$ cat config.mk
export PLATFORM = sky130hd
export DESIGN_NAME = two_level_bitmap_slot_allocator
export DESIGN_NICKNAME = d
export VERILOG_FILES = /design/src/tlbsa_pkg.sv /design/src/tlbsa_bitmap_ram.sv /design/src/two_level_bitmap_slot_allocator.sv
export SDC_FILE = /design/constraint.sdc
export NUM_CORES = 2
export LEC_CHECK = 0
export BUFFER_PORTS_ARGS = -buffer_cell sky130_fd_sc_hd__buf_2
export CORE_MARGIN = 8
export CORE_UTILIZATION = 40
export CTS_CLUSTER_DIAMETER = 150
export DETAILED_ROUTE_END_ITERATION = 10
export PLACE_DENSITY_LB_ADDON = 0.12
export SYNTH_ARGS = -nofsm -noshare
export SYNTH_HDL_FRONTEND = slang
export SYNTH_HIERARCHICAL = 1
export SYNTH_SLANG_ARGS = --single-unit
export TNS_END_PERCENT = 30
$ cat constraint.sdc
create_clock -name clk -period 10.4 [get_ports clk]
set_input_delay 1.04 -clock clk [delete_from_list [all_inputs] [get_ports clk]]
set_output_delay 1.04 -clock clk [all_outputs]
set_load 0.02 [all_outputs]
$ cat src/tlbsa_pkg.sv
// Shared types and constants for the two-level bitmap slot allocator.
// Holds the transfer payload structs, command, status and register index codes.
// No dependencies.
`timescale 1ns / 1ps
`default_nettype none

package tlbsa_pkg;

  // Default map geometry
  localparam int MAP_WORDS_DEF     = 32;
  localparam int BITS_PER_WORD_DEF = 32;

  // Field and register widths
  localparam int OFF_W      = 12;
  localparam int IDX_OUT_W  = 10;
  localparam int SHIFT_W    = 4;
  localparam int USABLE_W   = 13;
  localparam int CFG_ADDR_W = 1;
  localparam int CFG_DATA_W = 13;

  // Register reset values
  localparam logic [SHIFT_W-1:0]  SLOT_SIZE_LOG2_RST = 4'd1;
  localparam logic [USABLE_W-1:0] USABLE_BYTES_RST   = 13'd3948;

  typedef enum logic [CFG_ADDR_W-1:0] {
    CFG_SLOT_SIZE_LOG2 = 1'b0,
    CFG_USABLE_BYTES   = 1'b1
  } cfg_idx_t;

  typedef enum logic {
    CMD_ALLOC = 1'b0,
    CMD_FREE  = 1'b1
  } cmd_t;

  typedef enum logic [1:0] {
    ST_GRANTED = 2'd0,
    ST_NO_FREE = 2'd1,
    ST_FREED   = 2'd2,
    ST_RANGE   = 2'd3
  } status_t;

  typedef struct packed {
    cmd_t             command;
    logic [OFF_W-1:0] free_offset;
  } in_t;

  typedef struct packed {
    status_t              status;
    logic [IDX_OUT_W-1:0] slot_index;
    logic [OFF_W-1:0]     byte_offset;
  } out_t;

endpackage

`default_nettype wire

$ cat src/tlbsa_bitmap_ram.sv
// Fine bitmap store: one write port, one read port with registered read data.
// Per-word valid flops make every word read as zero until first written.
// Depends on nothing outside this file.
`timescale 1ns / 1ps
`default_nettype none

module tlbsa_bitmap_ram #(
  parameter int WORDS = 32,
  parameter int WIDTH = 32,
  localparam int ADDR_W = $clog2(WORDS)
) (
  input  wire logic              clk,
  input  wire logic              rst_n,
  input  wire logic              rd_en,
  input  wire logic [ADDR_W-1:0] rd_addr,
  output logic      [WIDTH-1:0]  rd_data,
  input  wire logic              wr_en,
  input  wire logic [ADDR_W-1:0] wr_addr,
  input  wire logic [WIDTH-1:0]  wr_data
);

  logic [WIDTH-1:0] mem_r [WORDS];
  logic [WORDS-1:0] vld_r;
  logic [WIDTH-1:0] rdata_r;
  logic             rvld_r;

  // Track written words; capture valid flag with each read
  always_ff @(posedge clk) begin
    if (!rst_n) begin
      vld_r  <= '0;
      rvld_r <= 1'b0;
    end else begin
      if (wr_en) begin
        vld_r[wr_addr] <= 1'b1;
      end
      if (rd_en) begin
        rvld_r <= vld_r[rd_addr];
      end
    end
  end

  // Storage array and registered read
  always_ff @(posedge clk) begin
    if (wr_en) begin
      mem_r[wr_addr] <= wr_data;
    end
    if (rd_en) begin
      rdata_r <= mem_r[rd_addr];
    end
  end

  // Unwritten words read as all free
  assign rd_data = rvld_r ? rdata_r : '0;

endmodule

`default_nettype wire

$ cat src/two_level_bitmap_slot_allocator.sv
// Two-level bitmap slot allocator: top level; uses tlbsa_pkg and tlbsa_bitmap_ram.
// Each item passes through the take, read and modify states in order, reading one
// bitmap word and writing it back through the store's single read port; no new item
// is taken until modify finishes, and modify waits while a held result is stalled.
// A finished result waits in the output register while the next item is taken.
// Reset (synchronous, rst_n low): both maps clear, registers take
// slot_size_log2 = 1 and usable_bytes = 3948.
`timescale 1ns / 1ps
`default_nettype none

module two_level_bitmap_slot_allocator #(
  parameter int MAP_WORDS     = tlbsa_pkg::MAP_WORDS_DEF,
  parameter int BITS_PER_WORD = tlbsa_pkg::BITS_PER_WORD_DEF
) (
  input  wire logic                                clk,
  input  wire logic                                rst_n,
  input  wire logic                                in_valid,
  output logic                                     in_stall,
  input  wire tlbsa_pkg::in_t                      in_data,
  output logic                                     out_valid,
  input  wire logic                                out_stall,
  output tlbsa_pkg::out_t                          out_data,
  input  wire logic                                cfg_we,
  input  wire logic [tlbsa_pkg::CFG_ADDR_W-1:0]    cfg_addr,
  input  wire logic [tlbsa_pkg::CFG_DATA_W-1:0]    cfg_wdata
);

  localparam int SLOTS   = MAP_WORDS * BITS_PER_WORD;
  localparam int WORD_W  = $clog2(MAP_WORDS);
  localparam int BIT_W   = $clog2(BITS_PER_WORD);
  localparam int IDX_W   = $clog2(SLOTS);
  localparam int OFF_W   = tlbsa_pkg::OFF_W;
  localparam int RANGE_W = OFF_W + 1;
  localparam int END_W   = IDX_W + 1 + 2 ** tlbsa_pkg::SHIFT_W;
  // Reciprocal of the word width, exact for every in-range slot index
  localparam int RCP_SH  = 24;
  localparam int RCP_W   = RCP_SH + 1;
  localparam int PROD_W  = IDX_W + RCP_W;
  localparam logic [RCP_W-1:0] RCP =
    RCP_W'((2 ** RCP_SH + BITS_PER_WORD - 1) / BITS_PER_WORD);
  localparam logic [BITS_PER_WORD-1:0] BIT_ONE = BITS_PER_WORD'(1);

  typedef enum logic [1:0] {
    S_IDLE,
    S_READ,
    S_MOD
  } state_t;

  // Registers
  state_t                              state_r,    state_nxt;
  tlbsa_pkg::cmd_t                     cmd_r,      cmd_nxt;
  logic [WORD_W-1:0]                   word_r,     word_nxt;
  logic [IDX_W-1:0]                    idx_r,      idx_nxt;
  logic                                none_r,     none_nxt;
  logic [IDX_W-1:0]                    base_r,     base_nxt;
  logic [BIT_W-1:0]                    bit_r,      bit_nxt;
  logic [MAP_WORDS-1:0]                marks_r,    marks_nxt;
  logic                                out_vld_r,  out_vld_nxt;
  tlbsa_pkg::out_t                     out_data_r, out_data_nxt;
  logic [tlbsa_pkg::SHIFT_W-1:0]       slot_size_log2_r, slot_size_log2_nxt;
  logic [tlbsa_pkg::USABLE_W-1:0]      usable_bytes_r,   usable_bytes_nxt;

  // Datapath
  logic                      in_xfer;
  logic [OFF_W-1:0]          shifted;
  logic                      out_of_map;
  logic [IDX_W-1:0]          free_idx;
  logic [PROD_W-1:0]         prod;
  logic [WORD_W-1:0]         alloc_word;
  logic                      alloc_found;
  logic [IDX_W-1:0]          base;
  logic [IDX_W-1:0]          bit_diff;
  logic [BITS_PER_WORD-1:0]  rd_word;
  logic [BIT_W-1:0]          zbit;
  logic                      zfound;
  logic [IDX_W-1:0]          alloc_idx;
  logic [END_W-1:0]          end_val;
  logic                      over;
  logic                      grant;
  logic [BITS_PER_WORD-1:0]  set_word;
  logic [BITS_PER_WORD-1:0]  clr_word;
  logic                      mod_fire;
  logic                      ram_rd_en;
  logic                      ram_wr_en;
  logic [BITS_PER_WORD-1:0]  ram_wr_data;
  logic [IDX_W-1:0]          res_idx;

  assign in_xfer = in_valid && (state_r == S_IDLE);

  // Free path: byte offset to slot index, range check, word number
  assign shifted    = in_data.free_offset >> slot_size_log2_r;
  assign out_of_map = {1'b0, shifted} >= RANGE_W'(SLOTS);
  assign free_idx   = shifted[IDX_W-1:0];
  assign prod       = PROD_W'(free_idx) * PROD_W'(RCP);

  // Allocate path: lowest word without a full mark
  always_comb begin
    alloc_word  = '0;
    alloc_found = 1'b0;
    for (int i = 0; i < MAP_WORDS; i++) begin
      if (!alloc_found && !marks_r[i]) begin
        alloc_found = 1'b1;
        alloc_word  = WORD_W'(i);
      end
    end
  end

  // Word base index and bit position within the word
  assign base     = IDX_W'(word_r) * IDX_W'(BITS_PER_WORD);
  assign bit_diff = idx_r - base;

  // Lowest free bit of the word read back
  always_comb begin
    zbit   = '0;
    zfound = 1'b0;
    for (int i = 0; i < BITS_PER_WORD; i++) begin
      if (!zfound && !rd_word[i]) begin
        zfound = 1'b1;
        zbit   = BIT_W'(i);
      end
    end
  end

  // End-of-slot check against the usable byte limit
  assign alloc_idx = base_r + IDX_W'(zbit);
  assign end_val   = (END_W'(alloc_idx) + END_W'(1)) << slot_size_log2_r;
  assign over      = end_val > END_W'(usable_bytes_r);
  assign grant     = !none_r && zfound && !over;

  assign set_word = rd_word | (BIT_ONE << zbit);
  assign clr_word = rd_word & ~(BIT_ONE << bit_r);

  // Finish an item only when the output register can take its result
  assign mod_fire  = (state_r == S_MOD) && (!out_vld_r || !out_stall);
  assign ram_rd_en = (state_r == S_READ);
  assign ram_wr_en = mod_fire &&
                     ((cmd_r == tlbsa_pkg::CMD_FREE) ? !none_r : grant);
  assign ram_wr_data = (cmd_r == tlbsa_pkg::CMD_FREE) ? clr_word : set_word;
  assign res_idx     = (cmd_r == tlbsa_pkg::CMD_FREE) ? idx_r : alloc_idx;

  tlbsa_bitmap_ram #(
    .WORDS (MAP_WORDS),
    .WIDTH (BITS_PER_WORD)
  ) u_bitmap (
    .clk     (clk),
    .rst_n   (rst_n),
    .rd_en   (ram_rd_en),
    .rd_addr (word_r),
    .rd_data (rd_word),
    .wr_en   (ram_wr_en),
    .wr_addr (word_r),
    .wr_data (ram_wr_data)
  );

  // Next-state logic
  always_comb begin
    state_nxt          = state_r;
    cmd_nxt            = cmd_r;
    word_nxt           = word_r;
    idx_nxt            = idx_r;
    none_nxt           = none_r;
    base_nxt           = base_r;
    bit_nxt            = bit_r;
    marks_nxt          = marks_r;
    out_vld_nxt        = out_vld_r;
    out_data_nxt       = out_data_r;
    slot_size_log2_nxt = slot_size_log2_r;
    usable_bytes_nxt   = usable_bytes_r;

    // Drop the result once its transfer completes
    if (out_vld_r && !out_stall) begin
      out_vld_nxt = 1'b0;
    end

    // Configuration writes
    if (cfg_we) begin
      case (tlbsa_pkg::cfg_idx_t'(cfg_addr))
        tlbsa_pkg::CFG_SLOT_SIZE_LOG2:
          slot_size_log2_nxt = cfg_wdata[tlbsa_pkg::SHIFT_W-1:0];
        tlbsa_pkg::CFG_USABLE_BYTES:
          usable_bytes_nxt = cfg_wdata[tlbsa_pkg::USABLE_W-1:0];
        default: ;
      endcase
    end

    case (state_r)
      S_IDLE: begin
        // Take an item and pick its word
        if (in_xfer) begin
          cmd_nxt = in_data.command;
          if (in_data.command == tlbsa_pkg::CMD_FREE) begin
            word_nxt = prod[RCP_SH +: WORD_W];
            idx_nxt  = free_idx;
            none_nxt = out_of_map;
          end else begin
            word_nxt = alloc_word;
            idx_nxt  = '0;
            none_nxt = !alloc_found;
          end
          state_nxt = S_READ;
        end
      end
      S_READ: begin
        // Read the word; form its base index and the bit position to free
        base_nxt  = base;
        bit_nxt   = bit_diff[BIT_W-1:0];
        state_nxt = S_MOD;
      end
      S_MOD: begin
        // Modify, write back, update marks and load the result
        if (mod_fire) begin
          out_vld_nxt = 1'b1;
          if (cmd_r == tlbsa_pkg::CMD_FREE) begin
            if (none_r) begin
              out_data_nxt.status = tlbsa_pkg::ST_RANGE;
            end else begin
              out_data_nxt.status = tlbsa_pkg::ST_FREED;
              marks_nxt[word_r]   = 1'b0;
            end
          end else begin
            if (grant) begin
              out_data_nxt.status = tlbsa_pkg::ST_GRANTED;
              if (set_word == '1) begin
                marks_nxt[word_r] = 1'b1;
              end
            end else begin
              out_data_nxt.status = tlbsa_pkg::ST_NO_FREE;
            end
          end
          if ((cmd_r == tlbsa_pkg::CMD_FREE) ? !none_r : grant) begin
            out_data_nxt.slot_index  = tlbsa_pkg::IDX_OUT_W'(res_idx);
            out_data_nxt.byte_offset = OFF_W'(res_idx) << slot_size_log2_r;
          end else begin
            out_data_nxt.slot_index  = '0;
            out_data_nxt.byte_offset = '0;
          end
          state_nxt = S_IDLE;
        end
      end
      default: state_nxt = S_IDLE;
    endcase
  end

  // State and registered outputs
  always_ff @(posedge clk) begin
    if (!rst_n) begin
      state_r          <= S_IDLE;
      marks_r          <= '0;
      out_vld_r        <= 1'b0;
      slot_size_log2_r <= tlbsa_pkg::SLOT_SIZE_LOG2_RST;
      usable_bytes_r   <= tlbsa_pkg::USABLE_BYTES_RST;
    end else begin
      state_r          <= state_nxt;
      marks_r          <= marks_nxt;
      out_vld_r        <= out_vld_nxt;
      slot_size_log2_r <= slot_size_log2_nxt;
      usable_bytes_r   <= usable_bytes_nxt;
    end
    cmd_r      <= cmd_nxt;
    word_r     <= word_nxt;
    idx_r      <= idx_nxt;
    none_r     <= none_nxt;
    base_r     <= base_nxt;
    bit_r      <= bit_nxt;
    out_data_r <= out_data_nxt;
  end

  assign in_stall  = (state_r != S_IDLE);
  assign out_valid = out_vld_r;
  assign out_data  = out_data_r;

endmodule

`default_nettype wire

==> reports/results.ini <==
[run]
maxCapViolCount=0

[place]
dpl_worst_slack_ps=1270
place_congestion=0.880
post-place-cells=4347
io_buffers=57
dp_hpwl_um=84300
placed_area_um2=52500

[timing]
finalCriticalPeriod_ps=9140
final.setup_skew_ps=36.0
maxSlewViolCount=0
slew_headroom=0.0912
finalSetupViolCount=0
max_freq_ghz=0.109
whs_ps=462
rsz0062_at_grt=false
timing.final.hold_violations=0
post-route-period-util=0.879
final.setup.worst_slack_ps=1260
fin_tns_setup_ps=0
worst_pin_slew_ps=1360

[yosys]
synth.yosys.warnings=6
synthTopCellsByArea=edfxtp_1, mux4_2, dfxtp_1
syn_inst=2708
yosysUniqueCellTypes=96
seq_area_frac_synth=0.706
async_flop_share=0
synth_nets=2757
yosys.area.top_type_share=0.672
synth.avg_cell_area_um2=18.3
yosys_most_used_dff=edfxtp_1
yosysTopAreaCell=edfxtp_1
synth_seq_cells=1192
netlist_area_um2=49500
synth-edff-count=1107

[clocking]
htreeDepth=4
clock_sinks=1192
clkLatencyLatePin_ps=770
cts_hold_buf=0
cts_made_buffers=132
cts_resized=0
postCtsSetupBuffers=0
cts_tree=built
path_clk_slew_ps=60
root_buffer=clkbuf_16
ctsLongestPathBuffers=3

[pwr]
p_leak_nw=17.9
vdd_drop_max_mv=0.160
p_per_area_nw_per_um2=184
totalPowerFinal_mw=10.4

[worst_setup_path]
path_max_fanout=33
arrival_ps=9580
critical_path_class=reg -> reg
cp-end-kind=flop
critical_path_required_ps=10840
critPathLaunchType=flop

[detailed_routing]
ant_nets=0
vias_per_cell=5.84
drt-total-wl_um=139000
drt-initial-drc-count=2221
wl_per_cell_um=30.3
drc=0
first_pass_iters=6
via_count=26767

[floorplanning]
core_um2=123000
rows=129
die_width_um=368
start_util=0.402
die_area_um2=135000
io_pins=58
die_h_um=368

[finish]
fin_util=0.459
fin_cells=4586
final_area_um2=56600
drive_above_1_share=0.270
nets=2893
area_growth_syn_to_layout_pct=14.3
fill_cells=10511

[run_status]
status=finished clean

[global_route]
antenna_found_initial=4
grt_max_degree=136
grt_pass1_wl_um=200000
overflow=0
grt_usage=0.202
first_global_vias=27412

[worst_hold_path]
hp-class=reg -> reg

==> kinds of logic (layout without fill, tap and decap cells) <==
group,Yosys count,after routing,share of synthesized area
AOI/OAI and AO/OA,394,394,0.0555
xor gates and xnor gates,5,5,0.00104
adders and majority gates,17,17,0.00430
buffers and inverters,190,429,0.0167
DFF,1192,1192,0.706
muxes,408,408,0.165
other,0,2,0
and+or+nand+nor,502,502,0.0512
==> placed cells by master, fill, tap and decap left out, types with 15 or more instances in the layout <==
cell	instances
buf_2	57
nor2b_1	17
and2_1	44
o211ai_1	34
nor2_1	103
a21oi_1	57
buf_12	20
nand3_1	43
o21ai_0	83
edfxtp_1	1107
nand4_1	19
mux2i_1	48
nand2_1	140
clkbuf_1	26
nor3_1	15
buf_4	74
clkinv_1	45
clkbuf_16	134
inv_1	36
a31oi_1	28
dfxtp_1	84
a211oi_1	18
ha_1	17
o21a_1	36
mux2_2	37
nor2_4	32
mux4_2	322
==> synthesized netlist by cell type (7+ instances only) <==
library cell	n
nor4_1	7
o21a_1	36
mux2_2	37
nor2b_1	18
dfxtp_1	85
and2_1	44
or2_2	11
a21o_1	7
clkbuf_1	92
nand2_1	140
a21oi_1	74
a22oi_1	7
o211ai_1	34
nor3_1	15
nand3_1	43
mux2i_1	48
nor2_1	135
nand3b_1	9
o22ai_1	8
buf_6	9
o31ai_1	15
buf_2	29
a211oi_1	18
o21ai_0	89
nand2b_1	13
a21boi_0	9
o31ai_2	7
inv_1	36
a31oi_1	29
mux4_2	322
nand4_1	19
edfxtp_1	1107
buf_1	16
ha_1	17
==> sequential cells by signal, summed over array words and instances (netlist names), named ones only <==
name / cells
u_bitmap/vld_r: 32
bit_r: 5
idx_r: 10
word_r: 5
none_r: 1
out_valid: 1
out_data: 24
base_r: 5
cmd_r: 1
state_r: 2
u_bitmap/mem_r: 1024
slot_size_log2_r: 4
u_bitmap/rvld_r: 1
usable_bytes_r: 13
u_bitmap/rdata_r: 32
==> path summary, 6_finish.rpt <==
kind | to | from | cells past startpoint | slack [ps]
worst max-delay path | u_bitmap/mem_r[8][26] | u_bitmap/rvld_r | 27 | 1260
worst min register to register | u_bitmap/vld_r[24] | u_bitmap/vld_r[24] | 1 | 460
worst max register to register | u_bitmap/mem_r[8][26] | u_bitmap/rvld_r | 27 | 1260
worst min-delay path | u_bitmap/vld_r[24] | u_bitmap/vld_r[24] | 1 | 460
==> worst max-delay path, cell delays in order, from the launching register on <==
cell and delay (ps):
dfxtp_1 300, buf_4 290, and2_1 370, nand4_1 220, nor2_1 550, o311ai_0 350
a21o_1 390, a211oi_4 550, mux2i_1 160, a311oi_2 210, o311ai_1 190, a221oi_1 350
a21oi_1 100, ha_1 370, nand4_1 110, or4_1 510, o211ai_1 130, a21oi_1 70
o21ai_0 140, o211ai_1 190, o41ai_4 390, o41ai_1 160, a21oi_2 240, o31ai_2 260
nor2b_1 540, or3b_2 740, nor2_4 590, buf_12 280
==> area by class of cell <==
class / instances / area (µm²) / area share
diodes: 2 / 5.00 / 0.0000885
clock buffers: 160 / 3450 / 0.0610
clock inverters: 77 / 591 / 0.0104
inverters: 41 / 156 / 0.00276
multi-input cells: 1326 / 14100 / 0.250
flip-flops and latches: 1192 / 34900 / 0.618
well taps: 1637 / 2050 / 0.0362
repair buffers: 151 / 1240 / 0.0219
==> routing by layer <==
metal  routed length [µm]  up-vias  GRT usage  part of all wire
met3                 6820      206     0.0300             0.049
met1                59400    14269      0.275              0.43
met2                68400      896      0.337              0.49
li1                     -    11396          -                 -
met4                 4160        0     0.0647             0.030
met5                    0        -          0                 0
==> report_power, final <==
group | internal [mW] | switching (mW)
Combinational | 0.310 | 0.460
Sequential | 5.27 | 0.0206
Clock | 2.45 | 1.89
Total | 8.03 | 2.37
Note: power is estimated with default switching activity, not from simulation.
